$ cat src/rtl/sqoe_pkg.sv
// Shared types and constants for the stack/queue opcode engine.
package sqoe_pkg;

    // Width of one stored entry and of the value fields
    localparam int unsigned DATA_W = 32;

    // Opcodes carried by an input transaction
    typedef enum logic [2:0] {
        OP_PUSH = 3'd0,
        OP_PALL = 3'd1,
        OP_PINT = 3'd2,
        OP_POP  = 3'd3,
        OP_ADD  = 3'd4
    } t_op;

    // Status codes carried by a result transaction
    typedef enum logic [2:0] {
        ST_OK     = 3'd0,
        ST_BADARG = 3'd1,
        ST_PINT   = 3'd2,
        ST_POP    = 3'd3,
        ST_ADD    = 3'd4,
        ST_FULL   = 3'd5,
        ST_HALT   = 3'd6
    } t_status;

    // Controller states
    typedef enum logic [2:0] {
        S_IDLE,
        S_PINT,
        S_PALL,
        S_ADD0,
        S_ADD1
    } t_state;

    // Which store slot the read port addresses
    typedef enum logic [1:0] {
        RD_TOP,
        RD_SECOND,
        RD_NEXT
    } t_rd_sel;

    // Commands from controller to datapath
    typedef struct packed {
        logic    push_top;    // push above the top entry
        logic    push_bottom; // append below the bottom entry
        logic    pop;         // drop the top entry
        logic    add_wr;      // write sum over second entry, drop top
        logic    rd_en;       // issue a store read
        t_rd_sel rd_sel;
        logic    cnt_clr;     // restart the readout counter
        logic    cnt_inc;     // advance the readout counter
        logic    latch_a;     // hold the first add operand
        logic    out_load;    // load the result register
        t_status out_status;
        logic    out_ram;     // result carries the read entry
        logic    out_pall;    // last flag follows the readout counter
    } t_dp_cmd;

    // Status from datapath to controller
    typedef struct packed {
        logic empty;     // no live entries
        logic short_cnt; // fewer than two live entries
        logic full;      // every slot live
        logic pall_last; // readout counter is on the bottom entry
        logic out_free;  // result register can take a new result
    } t_dp_stat;

endpackage

$ cat src/rtl/sqoe_ram.sv
// Generic single-write, single-read RAM with registered read data.
module sqoe_ram #(
    parameter int unsigned WIDTH = 32,
    parameter int unsigned DEPTH = 64
) (
    input  logic                     i_clk,
    input  logic                     i_wr_en,
    input  logic [$clog2(DEPTH)-1:0] i_wr_addr,
    input  logic [WIDTH-1:0]         i_wr_data,
    input  logic                     i_rd_en,
    input  logic [$clog2(DEPTH)-1:0] i_rd_addr,
    output logic [WIDTH-1:0]         o_rd_data
);

    logic [WIDTH-1:0] r_mem [DEPTH];
    logic [WIDTH-1:0] r_rd_data;

    // Write port
    always_ff @(posedge i_clk) begin
        if (i_wr_en) begin
            r_mem[i_wr_addr] <= i_wr_data;
        end
    end

    // Read port, data holds until the next read
    always_ff @(posedge i_clk) begin
        if (i_rd_en) begin
            r_rd_data <= r_mem[i_rd_addr];
        end
    end

    assign o_rd_data = r_rd_data;

endmodule

$ cat src/rtl/sqoe_ctrl.sv
// Controller: opcode decode, error checks, halt flag and sequencing FSM.
module sqoe_ctrl (
    input  logic              i_clk,
    input  logic              i_rst_n,
    input  logic              i_valid,
    output logic              o_stall,
    input  logic [2:0]        i_mode,
    input  logic              i_arg_ok,
    input  logic              i_cfg_wr_en,
    input  logic              i_cfg_wr_data,
    input  sqoe_pkg::t_dp_stat i_stat,
    output sqoe_pkg::t_dp_cmd  o_cmd
);

    sqoe_pkg::t_state r_state, n_state;
    logic             r_halted, n_halted;
    logic             r_queue_mode;
    logic             accept;

    // Input is taken only in idle with room in the result register
    assign accept  = (r_state == sqoe_pkg::S_IDLE) && i_stat.out_free && i_valid;
    assign o_stall = !((r_state == sqoe_pkg::S_IDLE) && i_stat.out_free);

    // State, halt flag and mode register
    always_ff @(posedge i_clk) begin
        if (!i_rst_n) begin
            r_state      <= sqoe_pkg::S_IDLE;
            r_halted     <= 1'b0;
            r_queue_mode <= 1'b0;
        end else begin
            r_state  <= n_state;
            r_halted <= n_halted;
            if (i_cfg_wr_en) begin
                r_queue_mode <= i_cfg_wr_data;
            end
        end
    end

    // Next state and datapath commands
    always_comb begin
        n_state  = r_state;
        n_halted = r_halted;
        o_cmd    = '0;
        o_cmd.out_status = sqoe_pkg::ST_OK;
        o_cmd.rd_sel     = sqoe_pkg::RD_TOP;

        unique case (r_state)
            sqoe_pkg::S_IDLE: begin
                if (accept) begin
                    o_cmd.out_load = 1'b1;
                    if (r_halted) begin
                        o_cmd.out_status = sqoe_pkg::ST_HALT;
                    end else begin
                        unique case (sqoe_pkg::t_op'(i_mode))
                            sqoe_pkg::OP_PUSH: begin
                                if (!i_arg_ok) begin
                                    o_cmd.out_status = sqoe_pkg::ST_BADARG;
                                    n_halted         = 1'b1;
                                end else if (i_stat.full) begin
                                    o_cmd.out_status = sqoe_pkg::ST_FULL;
                                    n_halted         = 1'b1;
                                end else begin
                                    o_cmd.push_bottom = r_queue_mode;
                                    o_cmd.push_top    = !r_queue_mode;
                                end
                            end
                            sqoe_pkg::OP_PALL: begin
                                // empty store answers at once with no value
                                if (!i_stat.empty) begin
                                    o_cmd.out_load = 1'b0;
                                    o_cmd.rd_en    = 1'b1;
                                    o_cmd.rd_sel   = sqoe_pkg::RD_TOP;
                                    o_cmd.cnt_clr  = 1'b1;
                                    n_state        = sqoe_pkg::S_PALL;
                                end
                            end
                            sqoe_pkg::OP_PINT: begin
                                if (i_stat.empty) begin
                                    o_cmd.out_status = sqoe_pkg::ST_PINT;
                                    n_halted         = 1'b1;
                                end else begin
                                    o_cmd.out_load = 1'b0;
                                    o_cmd.rd_en    = 1'b1;
                                    o_cmd.rd_sel   = sqoe_pkg::RD_TOP;
                                    n_state        = sqoe_pkg::S_PINT;
                                end
                            end
                            sqoe_pkg::OP_POP: begin
                                if (i_stat.empty) begin
                                    o_cmd.out_status = sqoe_pkg::ST_POP;
                                    n_halted         = 1'b1;
                                end else begin
                                    o_cmd.pop = 1'b1;
                                end
                            end
                            sqoe_pkg::OP_ADD: begin
                                if (i_stat.short_cnt) begin
                                    o_cmd.out_status = sqoe_pkg::ST_ADD;
                                    n_halted         = 1'b1;
                                end else begin
                                    o_cmd.out_load = 1'b0;
                                    o_cmd.rd_en    = 1'b1;
                                    o_cmd.rd_sel   = sqoe_pkg::RD_TOP;
                                    n_state        = sqoe_pkg::S_ADD0;
                                end
                            end
                            default: begin
                                // unused opcode: plain OK result
                            end
                        endcase
                    end
                end
            end
            sqoe_pkg::S_PINT: begin
                if (i_stat.out_free) begin
                    o_cmd.out_load = 1'b1;
                    o_cmd.out_ram  = 1'b1;
                    n_state        = sqoe_pkg::S_IDLE;
                end
            end
            sqoe_pkg::S_PALL: begin
                // one entry per free result slot, top down
                if (i_stat.out_free) begin
                    o_cmd.out_load = 1'b1;
                    o_cmd.out_ram  = 1'b1;
                    o_cmd.out_pall = 1'b1;
                    if (i_stat.pall_last) begin
                        n_state = sqoe_pkg::S_IDLE;
                    end else begin
                        o_cmd.rd_en   = 1'b1;
                        o_cmd.rd_sel  = sqoe_pkg::RD_NEXT;
                        o_cmd.cnt_inc = 1'b1;
                    end
                end
            end
            sqoe_pkg::S_ADD0: begin
                o_cmd.latch_a = 1'b1;
                o_cmd.rd_en   = 1'b1;
                o_cmd.rd_sel  = sqoe_pkg::RD_SECOND;
                n_state       = sqoe_pkg::S_ADD1;
            end
            sqoe_pkg::S_ADD1: begin
                if (i_stat.out_free) begin
                    o_cmd.add_wr   = 1'b1;
                    o_cmd.out_load = 1'b1;
                    n_state        = sqoe_pkg::S_IDLE;
                end
            end
            default: begin
                n_state = sqoe_pkg::S_IDLE;
            end
        endcase
    end

endmodule

$ cat src/rtl/sqoe_dp.sv
// Datapath: circular store, pointers, readout counter and result register.
module sqoe_dp #(
    parameter int unsigned DEPTH = 64
) (
    input  logic                          i_clk,
    input  logic                          i_rst_n,
    input  sqoe_pkg::t_dp_cmd             i_cmd,
    input  logic signed [sqoe_pkg::DATA_W-1:0] i_push_value,
    output sqoe_pkg::t_dp_stat            o_stat,
    output logic                          o_valid,
    input  logic                          i_stall,
    output logic [2:0]                    o_status,
    output logic signed [sqoe_pkg::DATA_W-1:0] o_value,
    output logic                          o_has_value,
    output logic                          o_last
);

    localparam int unsigned PW = $clog2(DEPTH);
    localparam int unsigned CW = $clog2(DEPTH + 1);
    localparam logic [PW:0] DEPTH_W = (PW + 1)'(DEPTH);
    localparam logic [PW-1:0] PTR_MAX = PW'(DEPTH - 1);

    logic [PW-1:0] r_top, n_top;
    logic [CW-1:0] r_fill, n_fill;
    logic [PW-1:0] r_cnt, n_cnt;
    logic [sqoe_pkg::DATA_W-1:0] r_a;

    logic                        r_out_valid, n_out_valid;
    sqoe_pkg::t_status           r_out_status;
    logic [sqoe_pkg::DATA_W-1:0] r_out_value;
    logic                        r_out_has;
    logic                        r_out_last;

    logic [PW:0]   sum_second, sum_fill, sum_next;
    logic [PW-1:0] slot_second, slot_fill, slot_next, slot_above;
    logic [PW-1:0] cnt_plus;
    logic [CW-1:0] cnt_plus_w;

    logic                        wr_en;
    logic [PW-1:0]               wr_addr;
    logic [sqoe_pkg::DATA_W-1:0] wr_data;
    logic [PW-1:0]               rd_addr;
    logic [sqoe_pkg::DATA_W-1:0] rd_data;
    logic                        out_free;

    // Slot arithmetic modulo the store depth
    assign cnt_plus    = r_cnt + PW'(1);
    assign sum_second  = {1'b0, r_top} + (PW + 1)'(1);
    assign sum_fill    = {1'b0, r_top} + (PW + 1)'(r_fill);
    assign sum_next    = {1'b0, r_top} + {1'b0, cnt_plus};
    assign slot_second = (sum_second >= DEPTH_W) ? PW'(sum_second - DEPTH_W)
                                                 : sum_second[PW-1:0];
    assign slot_fill   = (sum_fill >= DEPTH_W) ? PW'(sum_fill - DEPTH_W)
                                               : sum_fill[PW-1:0];
    assign slot_next   = (sum_next >= DEPTH_W) ? PW'(sum_next - DEPTH_W)
                                               : sum_next[PW-1:0];
    assign slot_above  = (r_top == '0) ? PTR_MAX : r_top - PW'(1);

    // Status towards the controller
    assign cnt_plus_w = CW'(r_cnt) + CW'(1);
    assign out_free   = !r_out_valid || !i_stall;
    always_comb begin
        o_stat           = '0;
        o_stat.empty     = (r_fill == '0);
        o_stat.short_cnt = (r_fill < CW'(2));
        o_stat.full      = (r_fill >= CW'(DEPTH));
        o_stat.pall_last = (cnt_plus_w == r_fill);
        o_stat.out_free  = out_free;
    end

    // Store write and read address selection
    always_comb begin
        wr_en   = i_cmd.push_top || i_cmd.push_bottom || i_cmd.add_wr;
        wr_addr = r_top;
        wr_data = i_push_value;
        priority if (i_cmd.push_top) begin
            wr_addr = slot_above;
        end else if (i_cmd.push_bottom) begin
            wr_addr = slot_fill;
        end else if (i_cmd.add_wr) begin
            wr_addr = slot_second;
            wr_data = r_a + rd_data;
        end
    end

    always_comb begin
        unique case (i_cmd.rd_sel)
            sqoe_pkg::RD_TOP:    rd_addr = r_top;
            sqoe_pkg::RD_SECOND: rd_addr = slot_second;
            sqoe_pkg::RD_NEXT:   rd_addr = slot_next;
            default:             rd_addr = r_top;
        endcase
    end

    sqoe_ram #(
        .WIDTH (sqoe_pkg::DATA_W),
        .DEPTH (DEPTH)
    ) u_store (
        .i_clk     (i_clk),
        .i_wr_en   (wr_en),
        .i_wr_addr (wr_addr),
        .i_wr_data (wr_data),
        .i_rd_en   (i_cmd.rd_en),
        .i_rd_addr (rd_addr),
        .o_rd_data (rd_data)
    );

    // Pointer, fill and counter updates
    always_comb begin
        n_top  = r_top;
        n_fill = r_fill;
        n_cnt  = r_cnt;
        if (i_cmd.push_top) begin
            n_top  = slot_above;
            n_fill = r_fill + CW'(1);
        end
        if (i_cmd.push_bottom) begin
            n_fill = r_fill + CW'(1);
        end
        if (i_cmd.pop || i_cmd.add_wr) begin
            n_top  = slot_second;
            n_fill = r_fill - CW'(1);
        end
        if (i_cmd.cnt_clr) begin
            n_cnt = '0;
        end else if (i_cmd.cnt_inc) begin
            n_cnt = cnt_plus;
        end
        n_out_valid = r_out_valid && i_stall;
        if (i_cmd.out_load) begin
            n_out_valid = 1'b1;
        end
    end

    always_ff @(posedge i_clk) begin
        if (!i_rst_n) begin
            r_top       <= '0;
            r_fill      <= '0;
            r_cnt       <= '0;
            r_out_valid <= 1'b0;
        end else begin
            r_top       <= n_top;
            r_fill      <= n_fill;
            r_cnt       <= n_cnt;
            r_out_valid <= n_out_valid;
        end
    end

    // Add operand and result payload
    always_ff @(posedge i_clk) begin
        if (i_cmd.latch_a) begin
            r_a <= rd_data;
        end
        if (i_cmd.out_load) begin
            r_out_status <= i_cmd.out_status;
            r_out_value  <= i_cmd.out_ram ? rd_data : '0;
            r_out_has    <= i_cmd.out_ram;
            r_out_last   <= i_cmd.out_pall ? o_stat.pall_last : 1'b1;
        end
    end

    assign o_valid     = r_out_valid;
    assign o_status    = r_out_status;
    assign o_value     = r_out_value;
    assign o_has_value = r_out_has;
    assign o_last      = r_out_last;

endmodule

$ cat src/rtl/stack_queue_opcode_engine_core.sv
// Top level of the stack/queue opcode engine: controller plus datapath.
//
// Input channel: i_valid / o_stall with i_mode, i_push_value, i_arg_ok; a
// transaction is taken on a rising edge with i_valid high and o_stall low.
// Output channel: o_valid / i_stall with o_status, o_value, o_has_value and
// o_last; o_last marks the final result of one input transaction.
// Configuration: i_cfg_wr_en writes i_cfg_wr_data into queue_mode (0 stack,
// 1 queue); write only while no transaction is in flight.
// Push, pop, pall on an empty store, failing opcodes and unused opcodes load
// their result into the output register when they are accepted, and a new
// transaction can be taken every cycle while the output is not stalled. pint
// and add wait on the registered read port of the entry RAM (add reads two
// entries one after the other). pall reads one entry per cycle through the
// same port while the output is not stalled.
// The input is stalled whenever the output register holds a result that
// the receiver is stalling, so results are never dropped or overwritten.
// Reset (synchronous, active low) empties the store, clears the halt flag
// and selects stack mode; entry contents are not cleared and are never read
// before being written. Any error halts the block until the next reset.
module stack_queue_opcode_engine_core #(
    parameter int unsigned DEPTH = 64
) (
    input  logic               i_clk,
    input  logic               i_rst_n,
    input  logic               i_valid,
    output logic               o_stall,
    input  logic [2:0]         i_mode,
    input  logic signed [31:0] i_push_value,
    input  logic               i_arg_ok,
    input  logic               i_cfg_wr_en,
    input  logic               i_cfg_wr_data,
    output logic               o_valid,
    input  logic               i_stall,
    output logic [2:0]         o_status,
    output logic signed [31:0] o_value,
    output logic               o_has_value,
    output logic               o_last
);

    sqoe_pkg::t_dp_cmd  cmd;
    sqoe_pkg::t_dp_stat stat;

    // Sequencing and error handling
    sqoe_ctrl u_ctrl (
        .i_clk         (i_clk),
        .i_rst_n       (i_rst_n),
        .i_valid       (i_valid),
        .o_stall       (o_stall),
        .i_mode        (i_mode),
        .i_arg_ok      (i_arg_ok),
        .i_cfg_wr_en   (i_cfg_wr_en),
        .i_cfg_wr_data (i_cfg_wr_data),
        .i_stat        (stat),
        .o_cmd         (cmd)
    );

    // Store and result path
    sqoe_dp #(
        .DEPTH (DEPTH)
    ) u_dp (
        .i_clk        (i_clk),
        .i_rst_n      (i_rst_n),
        .i_cmd        (cmd),
        .i_push_value (i_push_value),
        .o_stat       (stat),
        .o_valid      (o_valid),
        .i_stall      (i_stall),
        .o_status     (o_status),
        .o_value      (o_value),
        .o_has_value  (o_has_value),
        .o_last       (o_last)
    );

endmodule

$ cat config.mk
export PLATFORM = sky130hd
export DESIGN_NAME = stack_queue_opcode_engine_core
export DESIGN_NICKNAME = d
export VERILOG_FILES = /design/src/rtl/sqoe_pkg.sv /design/src/rtl/sqoe_ram.sv /design/src/rtl/sqoe_ctrl.sv /design/src/rtl/sqoe_dp.sv /design/src/rtl/stack_queue_opcode_engine_core.sv
export SDC_FILE = /design/constraint.sdc
export NUM_CORES = 2
export LEC_CHECK = 0
export BUFFER_PORTS_ARGS = -buffer_cell sky130_fd_sc_hd__buf_2
export CAP_MARGIN = 20
export CORE_ASPECT_RATIO = 0.75
export CORE_MARGIN = 3
export CORE_UTILIZATION = 50
export DETAILED_ROUTE_END_ITERATION = 12
export PLACE_DENSITY_LB_ADDON = 0.12
export SETUP_SLACK_MARGIN = 0.1
export SLEW_MARGIN = 30
export SYNTH_ARGS = -nofsm -noshare
export SYNTH_HDL_FRONTEND = slang
export SYNTH_SLANG_ARGS = --single-unit
$ cat constraint.sdc
create_clock -name i_clk -period 8.8 [get_ports i_clk]
set_input_delay 1.76 -clock i_clk [delete_from_list [all_inputs] [get_ports i_clk]]
set_output_delay 1.76 -clock i_clk [all_outputs]
set_load 0.02 [all_outputs]
Word-level counts from Yosys, hierarchy flattened
Memory sizes are Yosys's and may differ from the RTL's. A register that Yosys moved wholly into a read port is not among the register bits.
Cells that the tools add are included.
- flip-flop bits (word level): 94
- bits in writable memories: 2048
- input bits: 42
- output and inout port bits: 39
- logic and storage cells: 153
- memories: 1
- memories (memory ; words ; bits a word ; rd ports ; clocked after Yosys merged registers in ; wr ports ; line ; text):
    u_dp.u_store.r_mem ; 64 ; 32 ; 1 ; 1 ; 1 ; sqoe_ram.sv:15 ; logic [WIDTH-1:0] r_mem [DEPTH];
- add/sub/neg operators: 12
- magnitude comparators: 5
- eq/ne operators: 20
- multiplexer cells: 74
- bitwise gates (word level): 3
- reductions and logical operators: 25
- operators with widths (kind ; number):
    2-to-1 mux 32 bit ; 3
    2-to-1 mux 3 bit ; 19
    2-to-1 mux 6 bit ; 9
    adder 32 bit ; 1
    greater-or-equal comparator 7 bit, second input constant ; 4
    case mux 3 bit (3 select lines) ; 3
    case mux 3 bit (4 select lines) ; 2
    subtractor 6 x 1 -> 6 bit, second input constant ; 4
    2-to-1 mux 7 bit ; 3
    2-to-1 mux 1 bit ; 20
    2-to-1 mux 4 bit ; 4
    adder 6 x 1 -> 7 bit, second input constant ; 2
    equality test 3 x 2 -> 1 bit, second input constant ; 4
    2-to-1 mux 2 bit ; 6
    case mux 6 bit (2 select lines) ; 1
    inequality test 3 bit, second input constant ; 3
    AND reduction 9 bit ; 1
    inequality test 2 x 1 -> 1 bit, second input constant ; 4
    OR reduction 2 bit ; 4
    adder 6 x 6 -> 7 bit ; 1
    adder 6 x 7 -> 7 bit ; 1
    adder 7 x 1 -> 7 bit, second input constant ; 1
    equality test 7 bit ; 1
    zero test 7 bit ; 1
    21 further kinds ; 37

Longest topological paths before layout
- depth in word-level cells: 11
- mapped depth: 19
- mapped depth without buffers: 16

Hierarchy
A second synthesis with hierarchy kept.
- cells, all modules: 4301
- area total of the unflattened synthesis: 86456.7 µm²
- modules (own cells, without submodules) (module ; instances ; cells an instance ; area an instance (µm²) ; sequential area each (µm²)):
    sqoe_ram ; 1 ; 3511 ; 79359.9 ; 62459.9
    sqoe_dp ; 1 ; 718 ; 6528.8 ; 2472.4
    sqoe_ctrl ; 1 ; 72 ; 568.0 ; 100.1

Least setup slack after synthesis
No wires, ideal clock.
- path kind: input-to-reg
- start point: in i_stall
- end point: mem u_dp.u_store.r_mem[0][1] (data pin)
- setup time: 702 ps
- arrival: 5684 ps
- required time: 8098 ps
- path slack: 2414 ps
- cell stages on the path: 8
- buffers on the path: 5
- path through: and2_1 > clkbuf_1 > or3_1 > clkbuf_1 > clkbuf_1 > clkbuf_1 > clkbuf_1 > o21ai_0
- word-level cells in the longest chain between the ends: 8
- elaborated cells on any way between the ends: 11
- classes of those cells: 7 x mux; 4 x reduce/logical
- ends and longest elaborated chain (element ; line ; text):
    from (decl) ; stack_queue_opcode_engine_core.sv:33 ; input logic i_stall,
    zero test 1 bit (*) ; sqoe_dp.sv:61 ; assign out_free = !r_out_valid || !i_stall;
    logical OR 1 bit (*) ; sqoe_dp.sv:61 ;
    logical AND 1 bit (2 in a row) ; sqoe_ctrl.sv:21 ; assign accept = (r_state == sqoe_pkg::S_IDLE) && i_stat.out_free && i_valid;
    2-to-1 mux 3 bit ; sqoe_ctrl.sv:49 ; if (accept) begin
    2-to-1 mux 3 bit ; sqoe_ctrl.sv:47 ; unique case (r_state)
    2-to-1 mux 32 bit ; sqoe_dp.sv:78 ; end else if (i_cmd.push_bottom) begin
    2-to-1 mux 32 bit (*) ; sqoe_dp.sv:76 ; priority if (i_cmd.push_top) begin
    net u_dp.u_store.i_wr_data[1] ; sqoe_ram.sv:9 ; input logic [WIDTH-1:0] i_wr_data,
    to (decl) ; sqoe_ram.sv:15 ;
Mark *: on every way through the listed nets, which the timed path passes. The rest lies on a longest branch.

Worst setup path after layout
- start point: reg u_dp.r_cnt[0]
- end point: reg u_dp.u_store.r_rd_data[8], in the netlist u_dp.u_store.o_rd_data[8], read port of u_dp.u_store.r_mem (data pin)
- elaborated cells on any way between the ends: 13
- classes of those cells: 4 x add/sub; 1 x order compare; 3 x eq/ne; 5 x mux
- RTL lines (element ; line ; text):
    from (decl) ; sqoe_dp.sv:25 ; logic [PW-1:0] r_cnt, n_cnt;
    from (signal assigned) ; sqoe_dp.sv:144 ; r_cnt <= n_cnt;
    adder 6 x 1 -> 6 bit (*) ; sqoe_dp.sv:47 ; assign cnt_plus = r_cnt + PW'(1);
    net u_dp.cnt_plus[2] ; sqoe_dp.sv:36 ; logic [PW-1:0] cnt_plus;
    adder 6 x 6 -> 7 bit (*) ; sqoe_dp.sv:50 ; assign sum_next = {1'b0, r_top} + {1'b0, cnt_plus};
    subtractor 6 x 1 -> 6 bit / greater-or-equal comparator 7 bit (equally long branches) ; sqoe_dp.sv:55 ; assign slot_next = (sum_next >= DEPTH_W) ? PW'(sum_next - DEPTH_W)
    2-to-1 mux 6 bit (*) ; sqoe_dp.sv:55 ;
    case mux 6 bit (2 select lines) (*) ; sqoe_dp.sv:87 ; unique case (i_cmd.rd_sel)
    to (decl) ; sqoe_ram.sv:16 ; logic [WIDTH-1:0] r_rd_data;
Marked as above.
A chain may end at the register's enable or synchronous reset.

==> results.py <==
metrics = {
    "yosys": {
        "syn_inst": 6229,
        "yosysUniqueCellTypes": 76,
        "yosysTopAreaCell": "edfxtp_1",
        "ys_top_cells_by_area": "edfxtp_1 (72%), nand2_1 (5.7%), mux2i_1 (5.1%)",
        "synth_top_area_share_pct": 72.08,
        "yosysSeqAreaShare_pct": 72.64,
        "synth_nets": 6327,
        "synth-edff-count": 2149,
        "syn_area_mm2": 0.08952,
        "synthFlopType": "edfxtp_1",
        "ys.warnings.count": 0,
        "synth.avg_cell_area_um2": 14.37,
        "ys_seq_elements": 2174,
        "ys_async_sr_fraction_pct": 0,
    },
    "hold_path": {
        "hold_class": "flip-flop to flip-flop",
    },
    "flow_run": {
        "maxCapViolations": 0,
    },
    "sta": {
        "relSlewSlack_pct": 25.07,
        "setup_violations": 0,
        "fmax_mhz": 143.3,
        "drv_slew": 0,
        "min_period_over_period_pct": 79.31,
        "rsz0062_at_grt": "false",
        "period_needed_ns": 6.980,
        "whs_ns": 0.4943,
        "hold_viol_final": 0,
        "fin_skew_ns": 0.04260,
        "fin_setup_tns_ns": 0,
        "worst_pin_slew_ns": 1.093,
    },
    "worst_setup_path": {
        "cp_max_fo": 125,
        "r2r_slack_ns": 1.82,
        "path_buf_inv": 4,
        "cp_cell_sequence": "ha_1 > xor2_1 > nand2_1 > nor3b_1 > o2111ai_1 > nand4_1 > inv_1 > ha_1 > inv_1 > o32a_1 > o21ai_4 > buf_12 > buf_4 > a211oi_1 > a311o_1 > a32o_1 > a221oi_1 > mux2_2",
        "startpoint_type": "flip-flop",
        "setup.worst_path.class": "flip-flop to flip-flop",
        "r2r_cells": 18,
        "r2r-start": "u_dp.r_cnt[0]$_SDFFE_PP0P_",
        "cp_slowest_stage_delay_ns": 0.73,
        "cp-endpoint": "u_dp.u_store.o_rd_data[8]$_DFFE_PP_",
        "arrival_ns": 7.68,
        "worst_r2r_endpoint": "u_dp.u_store.o_rd_data[8]$_DFFE_PP_",
        "endpoint_kind": "flip-flop",
        "crit_slowest_cell": "a221oi_1",
        "crit_start": "u_dp.r_cnt[0]$_SDFFE_PP0P_",
        "cp_top_family": "compound AO/OA/AOI/OAI gates",
        "path_depth": 18,
        "critical_path_required_ns": 9.50,
    },
    "clock_tree": {
        "clk_latency_ns": 0.85,
        "cts.sinks": 2174,
        "cts_tree": "built",
        "htreeDepth": 4,
        "post_cts_buffers": 0,
        "cts_resized": 0,
        "postCtsHoldBufs": 0,
        "numCtsBuffers": 203,
        "cts_root_buffer": "clkbuf_16",
        "ctsLongestPathBuffers": 3,
        "cts.clk_slew.worst_paths_ns": 0.07,
    },
    "floorplanning": {
        "initial_core_util_pct": 50.70,
        "core-area_mm2": 0.1766,
        "rows": 133,
        "die_area_mm2": 0.1842,
        "pin_count": 81,
        "die_width_um": 494.6,
        "die_h_um": 372.4,
    },
    "pwr": {
        "leakage_nw": 35.43,
        "peakVddDrop_mv": 0.1658,
        "power_per_cell_area_mw_per_mm2": 216.9,
    },
    "placed_design": {
        "dp_cells": 8474,
        "gp_congestion": 0.8687,
        "port_buffers": 80,
        "hpwl_um": 149500,
    },
    "route": {
        "drt_wl_total_um": 264300,
        "vias": 55087,
        "initialDrtViolationCount": 8166,
        "vias_per_cell": 6.227,
        "wl_per_cell_um": 29.88,
        "drtPass1Iterations": 6,
        "drc_errors": 0,
        "drt.antenna.violating_nets": 0,
    },
    "grt": {
        "grt_use_total_pct": 28.47,
        "grt_max_degree": 164,
        "overflow": 0,
        "antenna_found_initial": 8,
        "first_global_vias": 51030,
        "grt_pass1_wl_um": 378000,
    },
    "layout": {
        "areaGrowthSynthToFinish_pct": 12.18,
        "mostFrequentLayoutCell": "edfxtp_1",
        "final_cells": 8846,
        "drive_above_1_share_pct": 11.29,
        "nNetsFinal": 6416,
        "final_cell_mix": "edfxtp_1 (2149), nand2_1 (1358), mux2i_1 (457)",
    },
    "run_status": {
        "status": "completed",
    },
}
cells by family after synthesis:
kind of cell	count (synthesis)	synth area share, %
flip-flops	2174	72.64
XOR/XNOR	63	0.6317
multiplexers	490	5.525
AND/OR/NAND/NOR	2139	10.48
adder cells (fa/ha/maj)	56	0.8162
buffers and inverters	450	2.299
AO/OA/AOI/OAI	857	7.602
worst min-delay path: cells and delay by family (launching register included):
kind,cells,cell delay (ns)
flops,1,0.33
compound gates,1,0.05
simple gates,1,0.06
cell usage after synthesis (all sizes together), types with 5 or more instances:
cell    instances
nand3b          6
nor2b          13
a221oi         68
inv            35
and2          166
nand2        1363
mux2           33
a21boi          6
buf           195
a311o         129
nand4           7
a211oi        136
mux2i         457
clkbuf        220
a311oi        129
xor2           25
a21oi          55
a32o           64
a31oi         134
nor2          109
nor3           21
nand2b         11
o211ai          5
dfxtp          25
nand3         280
edfxtp       2149
and3          137
xnor2          37
ha             52
or3             9
o21bai         13
o21ai          59
a21o           22
sequential cells by signal, indices dropped and copies added (netlist names), 3 cells and up:
signal,cells
u_dp.r_fill,7
u_dp.r_top,6
u_ctrl.r_state,3
u_dp.r_a,32
u_dp.o_value,32
u_dp.u_store.o_rd_data,32
u_dp.u_store.r_mem,2048
u_dp.r_cnt,6
u_dp.o_status,3
worst min-delay path by stage:
stage	slack, ns	to	from	cells after the start
detailed placement	0.49	u_dp.r_cnt[1]$_SDFFE_PP0P_	u_dp.r_cnt[1]$_SDFFE_PP0P_	2
floorplan	0.45	u_dp.r_a[0]$_DFFE_PP_	u_dp.u_store.o_rd_data[0]$_DFFE_PP_	0
CTS	0.50	u_dp.r_cnt[1]$_SDFFE_PP0P_	u_dp.r_cnt[1]$_SDFFE_PP0P_	2
finish	0.49	u_dp.r_cnt[1]$_SDFFE_PP0P_	u_dp.r_cnt[1]$_SDFFE_PP0P_	2
global placement	0.47	u_dp.r_cnt[1]$_SDFFE_PP0P_	u_dp.r_cnt[1]$_SDFFE_PP0P_	2
global route	0.56	u_dp.r_cnt[1]$_SDFFE_PP0P_	u_dp.r_cnt[1]$_SDFFE_PP0P_	2
power breakdown:
| part | switching, mW | internal [mW] |
|---|---|---|
| combinational | 1.31 | 0.614 |
| sequential | 0.0446 | 11.4 |
| clock | 3.86 | 4.52 |
layer usage:
layer / vias to the layer above / part of all wire [%] / track usage [%]
li1: 23915 / - / -
met1: 27915 / 44 / 44.68
met2: 2918 / 42 / 40.31
met3: 337 / 11 / 6.211
met4: 2 / 2.3 / 6.705
met5: - / 0.0026 / 0
per-stage QoR:
step	worst slack, ns	util (%)	power (mW)	instance area (um2)
floorplan	2.414	-	12.88	89520
global placement	1.059	53.18	13.57	93890
detailed placement	1.424	53.34	13.59	94190
CTS	1.903	56.85	21.87	100400
global route	1.428	56.88	22.45	100400
finish	1.820	56.88	21.78	100400
layout make-up:
type | count | area [um2]
Multi-Input combinational cell | 3605 | 23390
Inverter | 35 | 131.4
Antenna cell | 2 | 5.005
Timing Repair Buffer | 299 | 2720
Clock buffer | 256 | 5364
Tap cell | 2362 | 2955
Clock inverter | 113 | 833.3
Sequential cell | 2174 | 65030
Fill cell | 13894 | 76130
No activity file was read; power rests on OpenSTA's default activity.
